==> src/design/lav_pkg.sv <==
package lav_pkg;

  // Fraction bits of the fixed-point format
  localparam int FRAC_BITS_DEF = 16;

  // Accumulator width: three exact 64-bit products plus sign
  localparam int ACC_W = 66;

  localparam logic signed [31:0] Q_MAX = 32'sh7FFF_FFFF;

  // Input stream width: nine 32-bit coordinates
  localparam int IN_W = 288;
  // Output stream width: value and index, padded to whole bytes
  localparam int OUT_W = 40;

  // Operand program of the shared multiply-accumulate unit
  typedef enum logic [1:0] {
    MS_SQ,
    MS_CROSS,
    MS_UP,
    MS_DOT
  } msel_t;

  // One multiply-accumulate term: operand indexes, subtract, accumulator
  typedef struct packed {
    logic [1:0] ia;
    logic [1:0] ib;
    logic       sub;
    logic [1:0] dst;
  } term_t;

  // Item handed from the front end to the back end
  typedef struct packed {
    logic [2:0][31:0] eye;
    logic [2:0][31:0] up;
    logic [2:0][32:0] d;
  } lav_item_t;

  // Number of terms for each program
  function automatic logic [3:0] term_count(input msel_t sel);
    logic [3:0] n;
    case (sel)
      MS_SQ:    n = 4'd3;
      MS_CROSS: n = 4'd6;
      MS_UP:    n = 4'd6;
      default:  n = 4'd9;
    endcase
    return n;
  endfunction

  // Term table: cross products a x b, dot products and sum of squares
  function automatic term_t term_of(input msel_t sel, input logic [3:0] k);
    term_t t;
    t = '0;
    case (sel)
      MS_CROSS, MS_UP: begin
        case (k)
          4'd0:    t = '{ia: 2'd1, ib: 2'd2, sub: 1'b0, dst: 2'd0};
          4'd1:    t = '{ia: 2'd2, ib: 2'd1, sub: 1'b1, dst: 2'd0};
          4'd2:    t = '{ia: 2'd2, ib: 2'd0, sub: 1'b0, dst: 2'd1};
          4'd3:    t = '{ia: 2'd0, ib: 2'd2, sub: 1'b1, dst: 2'd1};
          4'd4:    t = '{ia: 2'd0, ib: 2'd1, sub: 1'b0, dst: 2'd2};
          default: t = '{ia: 2'd1, ib: 2'd0, sub: 1'b1, dst: 2'd2};
        endcase
      end
      MS_SQ: begin
        t.ia = k[1:0];
        t.ib = k[1:0];
      end
      default: begin
        if (k < 4'd3) begin
          t.ia  = k[1:0];
          t.dst = 2'd0;
        end else if (k < 4'd6) begin
          t.ia  = 2'(k - 4'd3);
          t.dst = 2'd1;
        end else begin
          t.ia  = 2'(k - 4'd6);
          t.dst = 2'd2;
        end
        t.ib = t.ia;
      end
    endcase
    return t;
  endfunction

endpackage

==> src/design/lav_front.sv <==
module lav_front (
  input  logic                   clk,
  input  logic                   rst,
  input  logic                   s_tvalid,
  output logic                   s_tready,
  input  logic [lav_pkg::IN_W-1:0] s_tdata,
  output logic                   q_valid,
  output lav_pkg::lav_item_t     q_item,
  input  logic                   q_pop
);

  lav_pkg::lav_item_t ent [2];
  lav_pkg::lav_item_t wr_item;
  logic               wptr;
  logic               rptr;
  logic [1:0]         cnt;
  logic               push;

  assign s_tready = (cnt != 2'd2);
  assign q_valid  = (cnt != 2'd0);
  assign q_item   = ent[rptr];
  assign push     = s_tvalid && s_tready;

  // Unpack coordinates and form target minus eye
  always_comb begin
    for (int i = 0; i < 3; i++) begin
      wr_item.eye[i] = s_tdata[32*i +: 32];
      wr_item.up[i]  = s_tdata[32*(6+i) +: 32];
      wr_item.d[i]   = 33'($signed({s_tdata[32*(3+i)+31], s_tdata[32*(3+i) +: 32]})
                     - $signed({s_tdata[32*i+31], s_tdata[32*i +: 32]}));
    end
  end

  // Store the transaction in the queue
  always_ff @(posedge clk) begin
    if (push) begin
      ent[wptr] <= wr_item;
    end
  end

  // Advance queue pointers
  always_ff @(posedge clk) begin
    if (rst) begin
      wptr <= 1'b0;
      rptr <= 1'b0;
      cnt  <= 2'd0;
    end else begin
      if (push) begin
        wptr <= ~wptr;
      end
      if (q_pop) begin
        rptr <= ~rptr;
      end
      cnt <= cnt + 2'(push) - 2'(q_pop);
    end
  end

endmodule

==> config.mk <==
export PLATFORM = sky130hd
export DESIGN_NAME = lav_front
export DESIGN_NICKNAME = d
export VERILOG_FILES = /design/src/design/lav_pkg.sv /design/src/design/lav_front.sv
export SDC_FILE = /design/constraint.sdc
export NUM_CORES = 1
export LEC_CHECK = 0
export ABC_CLOCK_PERIOD_IN_PS = 13400
export BUFFER_PORTS_ARGS = -buffer_cell sky130_fd_sc_hd__buf_2
export CORE_MARGIN = 10
export CORE_UTILIZATION = 49
export CTS_BUF_LIST = sky130_fd_sc_hd__clkbuf_16
export CTS_CLUSTER_DIAMETER = 120
export DETAILED_ROUTE_END_ITERATION = 6
export PLACE_DENSITY = 0.76
export SLEW_MARGIN = 10
export SYNTH_ARGS = -nofsm -noshare
export SYNTH_HDL_FRONTEND = slang
export SYNTH_SLANG_ARGS = --single-unit
==> constraint.sdc <==
create_clock -name clk -period 13.4 [get_ports clk]
set_input_delay 0 -clock clk [delete_from_list [all_inputs] [get_ports clk]]
set_output_delay 0 -clock clk [all_outputs]
set_load 0.1 [all_outputs]
==> results of run 1 <==
layout make-up:
| type | count | area, um2 |
|---|---|---|
| diodes | 10 | 25.0 |
| flip-flops and latches | 587 | 17600 |
| well taps | 696 | 871 |
| clock inverters | 48 | 462 |
| clock buffers | 60 | 1500 |
| fillers | 3621 | 18800 |
| repair buffers | 867 | 5760 |
| inverters | 123 | 462 |
| multi-input cells | 972 | 8180 |
kinds of logic (layout without fill, tap and decap cells):
logic type      after synthesis  after routing
mux                         293            293
other cells                   0             10
xor+xnor                     86             86
simple gates                213            213
flops                       587            587
compound gates              279            279
buf+inv                     177           1098
fa+ha+maj                   101            101
registers in the layout, indices dropped and copies added (netlist names), named ones only:
| signal | count |
|---|---|
| cnt | 2 |
| ent | 582 |
| wptr | 1 |
| rptr | 1 |
where the power goes:
part           switching (mW)  internal (mW)  total, mW
combinational            2.03          0.494       2.53
sequential             0.0721           2.41       2.48
clock                   0.689          0.966       1.65
total                    2.79           3.87       6.67
how the worst max path moves through the flow:
stage / startpoint / endpoint / slack, ns / depth (start not counted)
2_1_floorplan: cnt[0]$_SDFF_PP0_ / ent[0][0]$_DFFE_PP_ / 3.92 / 3
3_3_place_gp: cnt[0]$_SDFF_PP0_ / ent[0][214]$_DFFE_PP_ / 10.01 / 5
3_5_place_dp: cnt[0]$_SDFF_PP0_ / ent[0][215]$_DFFE_PP_ / 9.99 / 5
4_1_cts: cnt[0]$_SDFF_PP0_ / ent[0][219]$_DFFE_PP_ / 9.98 / 5
5_1_grt: cnt[0]$_SDFF_PP0_ / ent[0][219]$_DFFE_PP_ / 9.74 / 5
6_report: cnt[0]$_SDFF_PP0_ / ent[0][19]$_DFFE_PP_ / 10.0 / 5
cells in the mapped netlist (all sizes together) (5+ instances only):
cell / number
inv: 123
xor2: 39
and3: 10
o21ai: 52
clkbuf: 53
nand3: 19
nor3: 13
o31ai: 6
ha: 98
a21oi: 79
o21bai: 5
nand4: 11
dfxtp: 5
nor2b: 13
a31oi: 15
nand2b: 8
edfxtp: 582
nor2: 49
nand2: 70
o21a: 15
a21o: 48
o211ai: 8
xnor2: 47
a211oi: 5
mux2: 291
worst max-delay path: stages (launching register included):
cell and delay [ns]:
dfxtp_1 0.34, nand2b_1 0.15, nand2_1 0.14, nor2_4 0.49
buf_4 0.90, buf_4 0.87
cells in the final DEF (no fill, tap or decap), drive strengths merged, types with 47 or more instances in the layout:
cell	n
a21o	48
a21oi	79
buf	592
clkbuf	60
dlygate4sd3	275
edfxtp	582
ha	98
inv	128
mux2	291
nand2	70
nor2	49
o21ai	52
xnor2	47
metal layers:
layer	GRT usage (%)	wire (um)	up-vias
met4	9.90	3170	4
met5	0	18	-
met3	5.73	5960	173
met1	27.6	29000	8984
met2	39.0	37600	865
li1	-	-	8355
timing repair:
action / 4_1_cts / 5_1_grt
resized for setup: 0 / 0
hold buffers: 275 / 0
endpoints found under the hold margin: 563 / 0
endpoints found under the setup margin: 0 / 0
==> results.toml, run 1 <==
[run_status]
status = "completed"

[power]
finalPower_mw = 6.67
pwr_density_cell_nw_per_um2 = 191
ir_worst_vdd_uv = 137
p_leak_nw = 14.0

[placed_design]
globalplace.congestion = 0.912
dpl.cell_count = 2970
io_buffers = 584
dp.final_hpwl_um = 52300
post_dp_cell_area_um2 = 30100
pre_cts_slack_ns = 9.99

[timing]
fmax_mhz = 294
slew_headroom_pct = 26.1
final.setup_skew_ns = 0.0111
setup_tns_ns = 0
slew_violations = 0
fin_crit_ns = 3.40
report.final.hold_viol_count = 0
fin_hold_ws_ns = 0.0378
rsz0062_at_grt = "no"
timing.final.crit_share_pct = 25.4
finalSetupViolCount = 0
setup_ws_ns = 10.0
worst_pin_slew_ns = 1.11

[yosys]
synth_area_per_cell_um2 = 15.2
synth_cells = 1736
ys_warn_count = 0
async_reset_ff_share_pct = 0
mappedNetlistArea_um2 = 26400
synth-edff-count = 582
synth-xor-area-share_pct = 2.85
synth-simple-area-share_pct = 3.85
synth.area.mux_share_pct = 12.5
synth-seq-cells = 587
synth_top_family_by_area = "multiplexers"
yosys.cell_types.count = 62
synth_compound_area_share_pct = 6.87
yosysTopAreaCellShare_pct = 66.2
syn-num-nets = 2129
synth_ff_type = "edfxtp_1"
synth_top_cell_by_area = "edfxtp_1"
ys_top_cells_by_area = "edfxtp_1, mux2_2, ha_1"
synthAdderAreaFrac_pct = 4.87
synth-seq-area-share_pct = 66.6

[die]
initial_core_util_pct = 49.3
ios = 585
floorplan.die_area_um2 = 63600
rows = 85
die_w_um = 252
die_y_um = 252
core_um2 = 53600

[cts]
h-tree-depth = 2
post_cts_buffers = 0
cts.sinks = 587
insertion_delay_ns = 0.62
clk_pin_slew_ns = 0.06
clockBufferDepth = 3
numCtsBuffers = 60
cts-root-buf = "clkbuf_16"
cts_tree = "done"

[min_path]
min_from = "s_tdata[160]"
hold_depth = 4
hold_end = "ent[1][66]$_DFFE_PP_"
min_path_type = "input port to register"

[run]
cap_viol_max_count = 0

[layout]
fin_cells = 3363
finalNetCount = 3004
syn_to_final_growth_pct = 31.9
final_area_um2 = 34800
post-route-util_pct = 65.0
drive_gt1_share_pct = 36.9

[critical_path]
crit_arrival_ns = 3.64
crit_fanout = 78
reg2reg_from = "cnt[0]$_SDFF_PP0_"
reg2reg_depth = 5
end_kind = "register"
cp.required_ns = 13.63
timing.rr.end = "ent[0][19]$_DFFE_PP_"
crit_type = "register to register"
start_kind = "register"
rrSetupSlack_ns = 10.0

[drt]
vias_per_cell = 5.47
drt-total-wl_um = 75700
drtIter0Drc = 1304
drtPass1Iterations = 7
drtAntennaViolNets = 0
num_vias = 18381
wl_per_cell_um = 22.5
drc = 0

[global_route]
grt_pass1_wl_um = 114000
grt_use_total_pct = 23.0
overflow = 0
grt_pass1_vias = 19063
grt_max_degree = 169
grt_antenna_before_repair = 11
(Power assumes the default switching activity.)
==> run 2: changes to the inputs <==
ABC_AREA = 1   (was unset)
ABC_CLOCK_PERIOD_IN_PS = 3600   (was 13400)
CORE_UTILIZATION = 56   (was 49)
PLACE_DENSITY = 0.81   (was 0.76)
clock period = 3.6 ns   (was 13.4 ns; I/O delays follow)
==> run 2 against run 1 <==
Clock power grew to 3.9 times the previous value. Global-route usage increased by 6.1 points. Non-clock buffer count up 3. Largest cell class unchanged. Total power grew to 3.4 times the previous value. Sequential cell count unchanged. Die area shrank 4.1%. Combinational power grew to 3.0 times the previous value. Largest power group is now sequential cells.
==> results.toml, run 2 <==
[cts]
clk_pin_slew_ns = 0.07
cts-root-buf = "clkbuf_16"
insertion_delay_ns = 0.62
clockBufferDepth = 3
cts_tree = "done"
numCtsBuffers = 59
h-tree-depth = 2
cts.sinks = 587

[drt]
drc = 0
num_vias = 22117
drtPass1Iterations = 6
wl_per_cell_um = 21.4
drtAntennaViolNets = 0
vias_per_cell = 5.20
drt-total-wl_um = 91200
drtIter0Drc = 1698

[critical_path]
crit_type = "register to output port"
cp.required_ns = 3.60
start_kind = "register"
crit_arrival_ns = 2.66
reg2reg_depth = 5
end_kind = "output port"
crit_fanout = 92

[timing]
fin_crit_ns = 2.66
final.setup_skew_ns = 0.0185
setup_ws_ns = 0.937
report.final.hold_viol_count = 0
fin_hold_ws_ns = 0.0318
slew_headroom_pct = 35.9
finalSetupViolCount = 0
fmax_mhz = 375
timing.final.crit_share_pct = 74.0
slew_violations = 0
worst_pin_slew_ns = 0.962
rsz0062_at_grt = "no"

[global_route]
grt_use_total_pct = 29.2
grt_max_degree = 123
grt_pass1_wl_um = 136000
overflow = 0
grt_pass1_vias = 23108
grt_antenna_before_repair = 19

[die]
floorplan.die_area_um2 = 61000
die_w_um = 247
die_y_um = 247
initial_core_util_pct = 56.3
core_um2 = 51200
rows = 83
ios = 585

[yosys]
yosysMostFrequentCell = "nand2_1"
synth_cells = 2606
yosysTopAreaCellShare_pct = 60.6
synth_area_per_cell_um2 = 11.1
synth-seq-area-share_pct = 60.9
yosys.cell_types.count = 25
synth_ff_type = "edfxtp_1"
syn-num-nets = 2999
mappedNetlistArea_um2 = 28800
ys_top_cells_by_area = "edfxtp_1, mux2_2, nand2_1"
synthTopCellsByCount = "nand2_1, edfxtp_1, inv_1"
synth-edff-count = 582
async_reset_ff_share_pct = 0
ys_warn_count = 0
synth-seq-cells = 587
synth_top_cell_by_area = "edfxtp_1"

[power]
p_clk_share_pct = 28.3
p_leak_nw = 17.2
ir_worst_vdd_uv = 552
swShare_pct = 39.2
p_int_mw = 13.9
sequentialPowerShare_pct = 38.1
power_frac_comb_pct = 33.6
switching_power_mw = 8.94
pwr_density_cell_nw_per_um2 = 607

[layout]
syn_to_final_growth_pct = 30.2
finalNetCount = 3897
drive_gt1_share_pct = 28.3
final_cell_mix = "nand2_1, buf_2, edfxtp_1, inv_1, mux2_2"
reg_top3 = "ent: 582 flops, cnt: 2 flops"
max_flop_register = "ent"
largest_reg_flops = 582
final_common_cell = "nand2_1"

[run]
cap_viol_max_count = 0

[run_status]
status = "completed"

[min_path]
hold_depth = 4
min_path_type = "input port to register"

[placed_design]
globalplace.congestion = 0.980
dp.final_hpwl_um = 63200
io_buffers = 584
pre_cts_slack_ns = 1.58
-- run 2: cell types whose count changed in the layout (fill, tap and decap cells not counted), moves of 17 or more --
cell / before / now
nor2_1: 48 / 128
a21oi_1: 78 / 61
nand2_1: 70 / 750
o21ai_0: 47 / 0
inv_1: 128 / 485
nand3_1: 19 / 67
xnor2_1: 47 / 9
a21o_1: 48 / 3
-- run 2: timing repair --
item / 4_1_cts / 5_1_grt
hold buffers: 276 / 0
endpoints found under the hold margin: 552 / 0
setup endpoints to repair: 0 / 0
resized for setup: 0 / 0
setup buffers: 0 / 0
-- run 2: final cells by class --
| type | count | area, um2 |
|---|---|---|
| Antenna cell | 24 | 60.1 |
| Sequential cell | 587 | 17600 |
| Clock buffer | 59 | 1480 |
| Fill cell | 3300 | 13600 |
| Inverter | 480 | 1800 |
| Timing Repair Buffer | 870 | 5890 |
| Clock inverter | 51 | 552 |
| Multi-Input combinational cell | 1506 | 9350 |
| Tap cell | 680 | 851 |
-- run 2: kinds of logic (layout without fill, tap and decap cells) --
group | after synthesis | in the layout | synth area share, %
AOI/OAI and AO/OA | 68 | 68 | 1.24
xor gates and xnor gates | 47 | 47 | 1.43
adders and majority gates | 101 | 101 | 4.46
buffers and inverters | 513 | 1460 | 6.83
DFF | 587 | 587 | 60.9
muxes | 291 | 291 | 11.4
other | 0 | 24 | 0
and+or+nand+nor | 999 | 999 | 13.7
-- run 2: worst paths after layout --
path	startpoint	endpoint	slack, ns
worst min-delay path	s_tdata[190]	ent[0][96]$_DFFE_PP_	0.03
worst max-delay path	register	q_item[282]	0.94
worst max register to register	cnt[0]$_SDFF_PP0_	ent[1][235]$_DFFE_PP_	1.69
worst min register to register	rptr$_SDFFE_PP0P_	rptr$_SDFFE_PP0P_	0.59
-- run 2: power by group through the flow --
stage          sequential (mW)  clock (mW)  combinational (mW)
2_1_floorplan             8.80           0                5.87
3_3_place_gp              8.74           0                7.24
3_5_place_dp              8.79           0                7.31
4_1_cts                   8.65        6.51                7.61
5_1_grt                   8.72        6.81                7.99
6_report                  8.68        6.45                7.67
-- run 2: worst max-delay path: stages (launching register included) --
cell and delay, ns:
dfxtp_4 0.75, buf_12 0.44, mux2_2 0.41, buf_2 0.30
-- run 2: routing by layer --
layer | vias to the layer above | GRT usage [%] | share of wire, %
met3 | 204 | 7.62 | 9.3
li1 | 10398 | - | -
met1 | 10510 | 32.9 | 36
met4 | 6 | 12.6 | 4.2
met5 | - | 0 | 0.037
met2 | 999 | 51.5 | 51
-- run 2: stage by stage --
step	utilization [%]	setup TNS, ns	power, mW	cell area [um2]	std cells
after floorplan	-	-1029.40	14.7	28900	2606
after global placement	63.9	0	16.0	32700	3847
after detailed placement	63.9	0	16.1	32700	3847
after CTS	73.2	0	22.8	37500	4233
after global routing	73.3	0	23.5	37500	4248
final	73.4	0	22.8	37600	4257
==> run 3: changes to the inputs <==
ABC_CLOCK_PERIOD_IN_PS = 2200   (was 3600)
CORE_UTILIZATION = 50   (was 56)
PLACE_DENSITY = 0.77   (was 0.81)
clock period = 2.2 ns   (was 3.6 ns; I/O delays follow)
==> run 3 against run 2 <==
Cell area grew 2.1%. Clock power grew 58%. The flow now finishes with violations (negative setup slack). Sequential share of layout area shrank 0.98 points. Non-clock buffer count grew 24. Sequential cell count is the same.
==> results.toml, run 3 (synthesis results as in run 2) <==
[run_status]
status = "finished, violations left"
violations = "negative setup slack"

[timing]
final.setup_skew_ns = 0.0200
setup_tns_ns = -0.000387
setup_ws_ns = -0.000387
rsz0062_at_grt = "yes"
report.final.hold_viol_count = 0
slew_violations = 0
worst_pin_slew_ns = 0.640
fmax_mhz = 454
finalSetupViolCount = 1
timing.final.crit_share_pct = 100
fin_crit_ns = 2.20
slew_headroom_pct = 57.3

[power]
switching_power_mw = 14.9
power_frac_comb_pct = 35.0
sequentialPowerShare_pct = 37.8
p_leak_nw = 17.5
p_clk_share_pct = 27.2
p_int_mw = 22.5
pwr_density_cell_nw_per_um2 = 976
ir_worst_vdd_uv = 1010
finalPower_mw = 37.4
swShare_pct = 39.9

[die]
ios = 585
core_um2 = 56700
die_y_um = 260
die_w_um = 260
rows = 87
initial_core_util_pct = 50.9
floorplan.die_area_um2 = 67700

[layout]
syn_to_final_growth_pct = 33.0
drive_gt1_share_pct = 28.6
fin_cells = 4340
reg_top3 = "ent: 582 flops, cnt: 2 flops"
final_cell_mix = "nand2_1, edfxtp_1, inv_1, buf_2, mux2_2"
finalNetCount = 3921
largest_reg_flops = 582
final_common_cell = "nand2_1"
max_flop_register = "ent"

[global_route]
grt_use_met3_pct = 4.88
grt_pass1_wl_um = 134000
use_met2_pct = 46.2
grt_pass1_vias = 22406
top_usage_layer = "met2"
grtUsageMet1_pct = 30.6
grt_use_total_pct = 25.8
grt_antenna_before_repair = 6
overflow = 0
grt_max_degree = 96

[critical_path]
timing.rr.end = "cnt[0]$_SDFF_PP0_"
crit_type = "register to output port"
critPathMaxStageDelay_ns = 0.43
start_kind = "register"
crit_buf_inv = 2
cp.required_ns = 2.20
crit_fanout = 69
end_kind = "output port"
crit_family = "buffers and inverters"
crit_arrival_ns = 2.20
reg2reg_from = "cnt[1]$_SDFF_PP0_"
slowest_stage = "mux2_2"
reg2reg_depth = 8
rrSetupSlack_ns = 0.33
crit_path_cell_trace = "buf_12, mux2_2, buf_2"

[min_path]
min_path_type = "input port to register"
min_from = "s_tdata[109]"
hold_end = "ent[1][13]$_DFFE_PP_"
hold_depth = 3

[drt]
drtAntennaViolNets = 0
wl_per_cell_um = 21.4
drtIter0Drc = 1704
num_vias = 22221
drt-total-wl_um = 93000
drc = 0
drtPass1Iterations = 6
vias_per_cell = 5.12

[cts]
post_cts_buffers = 0
cts_tree = "done"
cts-root-buf = "clkbuf_16"
cts.sinks = 587
clockBufferDepth = 3
h-tree-depth = 2
insertion_delay_ns = 0.62
clk_pin_slew_ns = 0.07
numCtsBuffers = 59

[placed_design]
io_buffers = 584
dpl.cell_count = 3946
globalplace.congestion = 0.942
dp.final_hpwl_um = 62500

[run]
cap_viol_max_count = 0
run 3: tightest hold or removal path, cell delays in order:
cell and delay, ns:
buf_2 0.08, ha_1 0.21, xor2_1 0.15
run 3: final cells by class:
class                      count  area, um2
fill                        3982      18400
sequential                   587      17600
multi-input combinational   1506       9350
timing repair buffer         894       6730
inverter                     480       1800
clock buffer                  60       1500
tap                          756        946
clock inverter                51        433
antenna                        6       15.0
run 3: how the worst max path moves through the flow:
| stage | start | to | slack (ns) | cells after the start |
|---|---|---|---|---|
| floorplan | cnt[0]$_SDFF_PP0_ | ent[1][0]$_DFFE_PP_ | -3.18 | 4 |
| global placement | s_tdata[64] | ent[0][90]$_DFFE_PP_ | 0.30 | 13 |
| detailed placement | s_tdata[0] | ent[0][32]$_DFFE_PP_ | 0.27 | 13 |
| CTS | register | q_item[70] | -0.02 | 3 |
| global route | register | q_item[70] | -0.05 | 3 |
| finish | register | q_item[246] | -0.0004 | 3 |
run 3: what timing repair did:
item,in CTS,in global routing
cloned,0,1
hold endpoints to repair,594,0
gates resized for setup,122,71
hold buffers,276,0
pin swaps,0,0
setup endpoints to repair,114,161
run 3: per-stage QoR:
stage	util, %	area, um2	setup slack (ns)	hold WS [ns]
floorplan	-	28900	-3.18	0.0638
global placement	58.3	33100	0.297	0.187
detailed placement	58.3	33100	0.265	0.192
CTS	67.2	38100	-0.0237	0.00242
global route	67.6	38400	-0.0499	0.00539
finish	67.6	38400	-0.000387	0.00457
run 3: metal layers:
metal / wire (um) / vias up
met1: 35200 / 10522
met5: 27 / -
met2: 47100 / 1053
met4: 3590 / 4
li1: - / 10450
met3: 7070 / 192
run 3: power groups by stage:
stage | combinational, mW | sequential, mW | clock, mW
5_1_grt | 13.6 | 14.2 | 10.7
6_report | 13.1 | 14.2 | 10.2
3_3_place_gp | 12.1 | 14.3 | 0
4_1_cts | 12.8 | 14.1 | 10.1
3_5_place_dp | 12.1 | 14.3 | 0
2_1_floorplan | 9.61 | 14.4 | 0
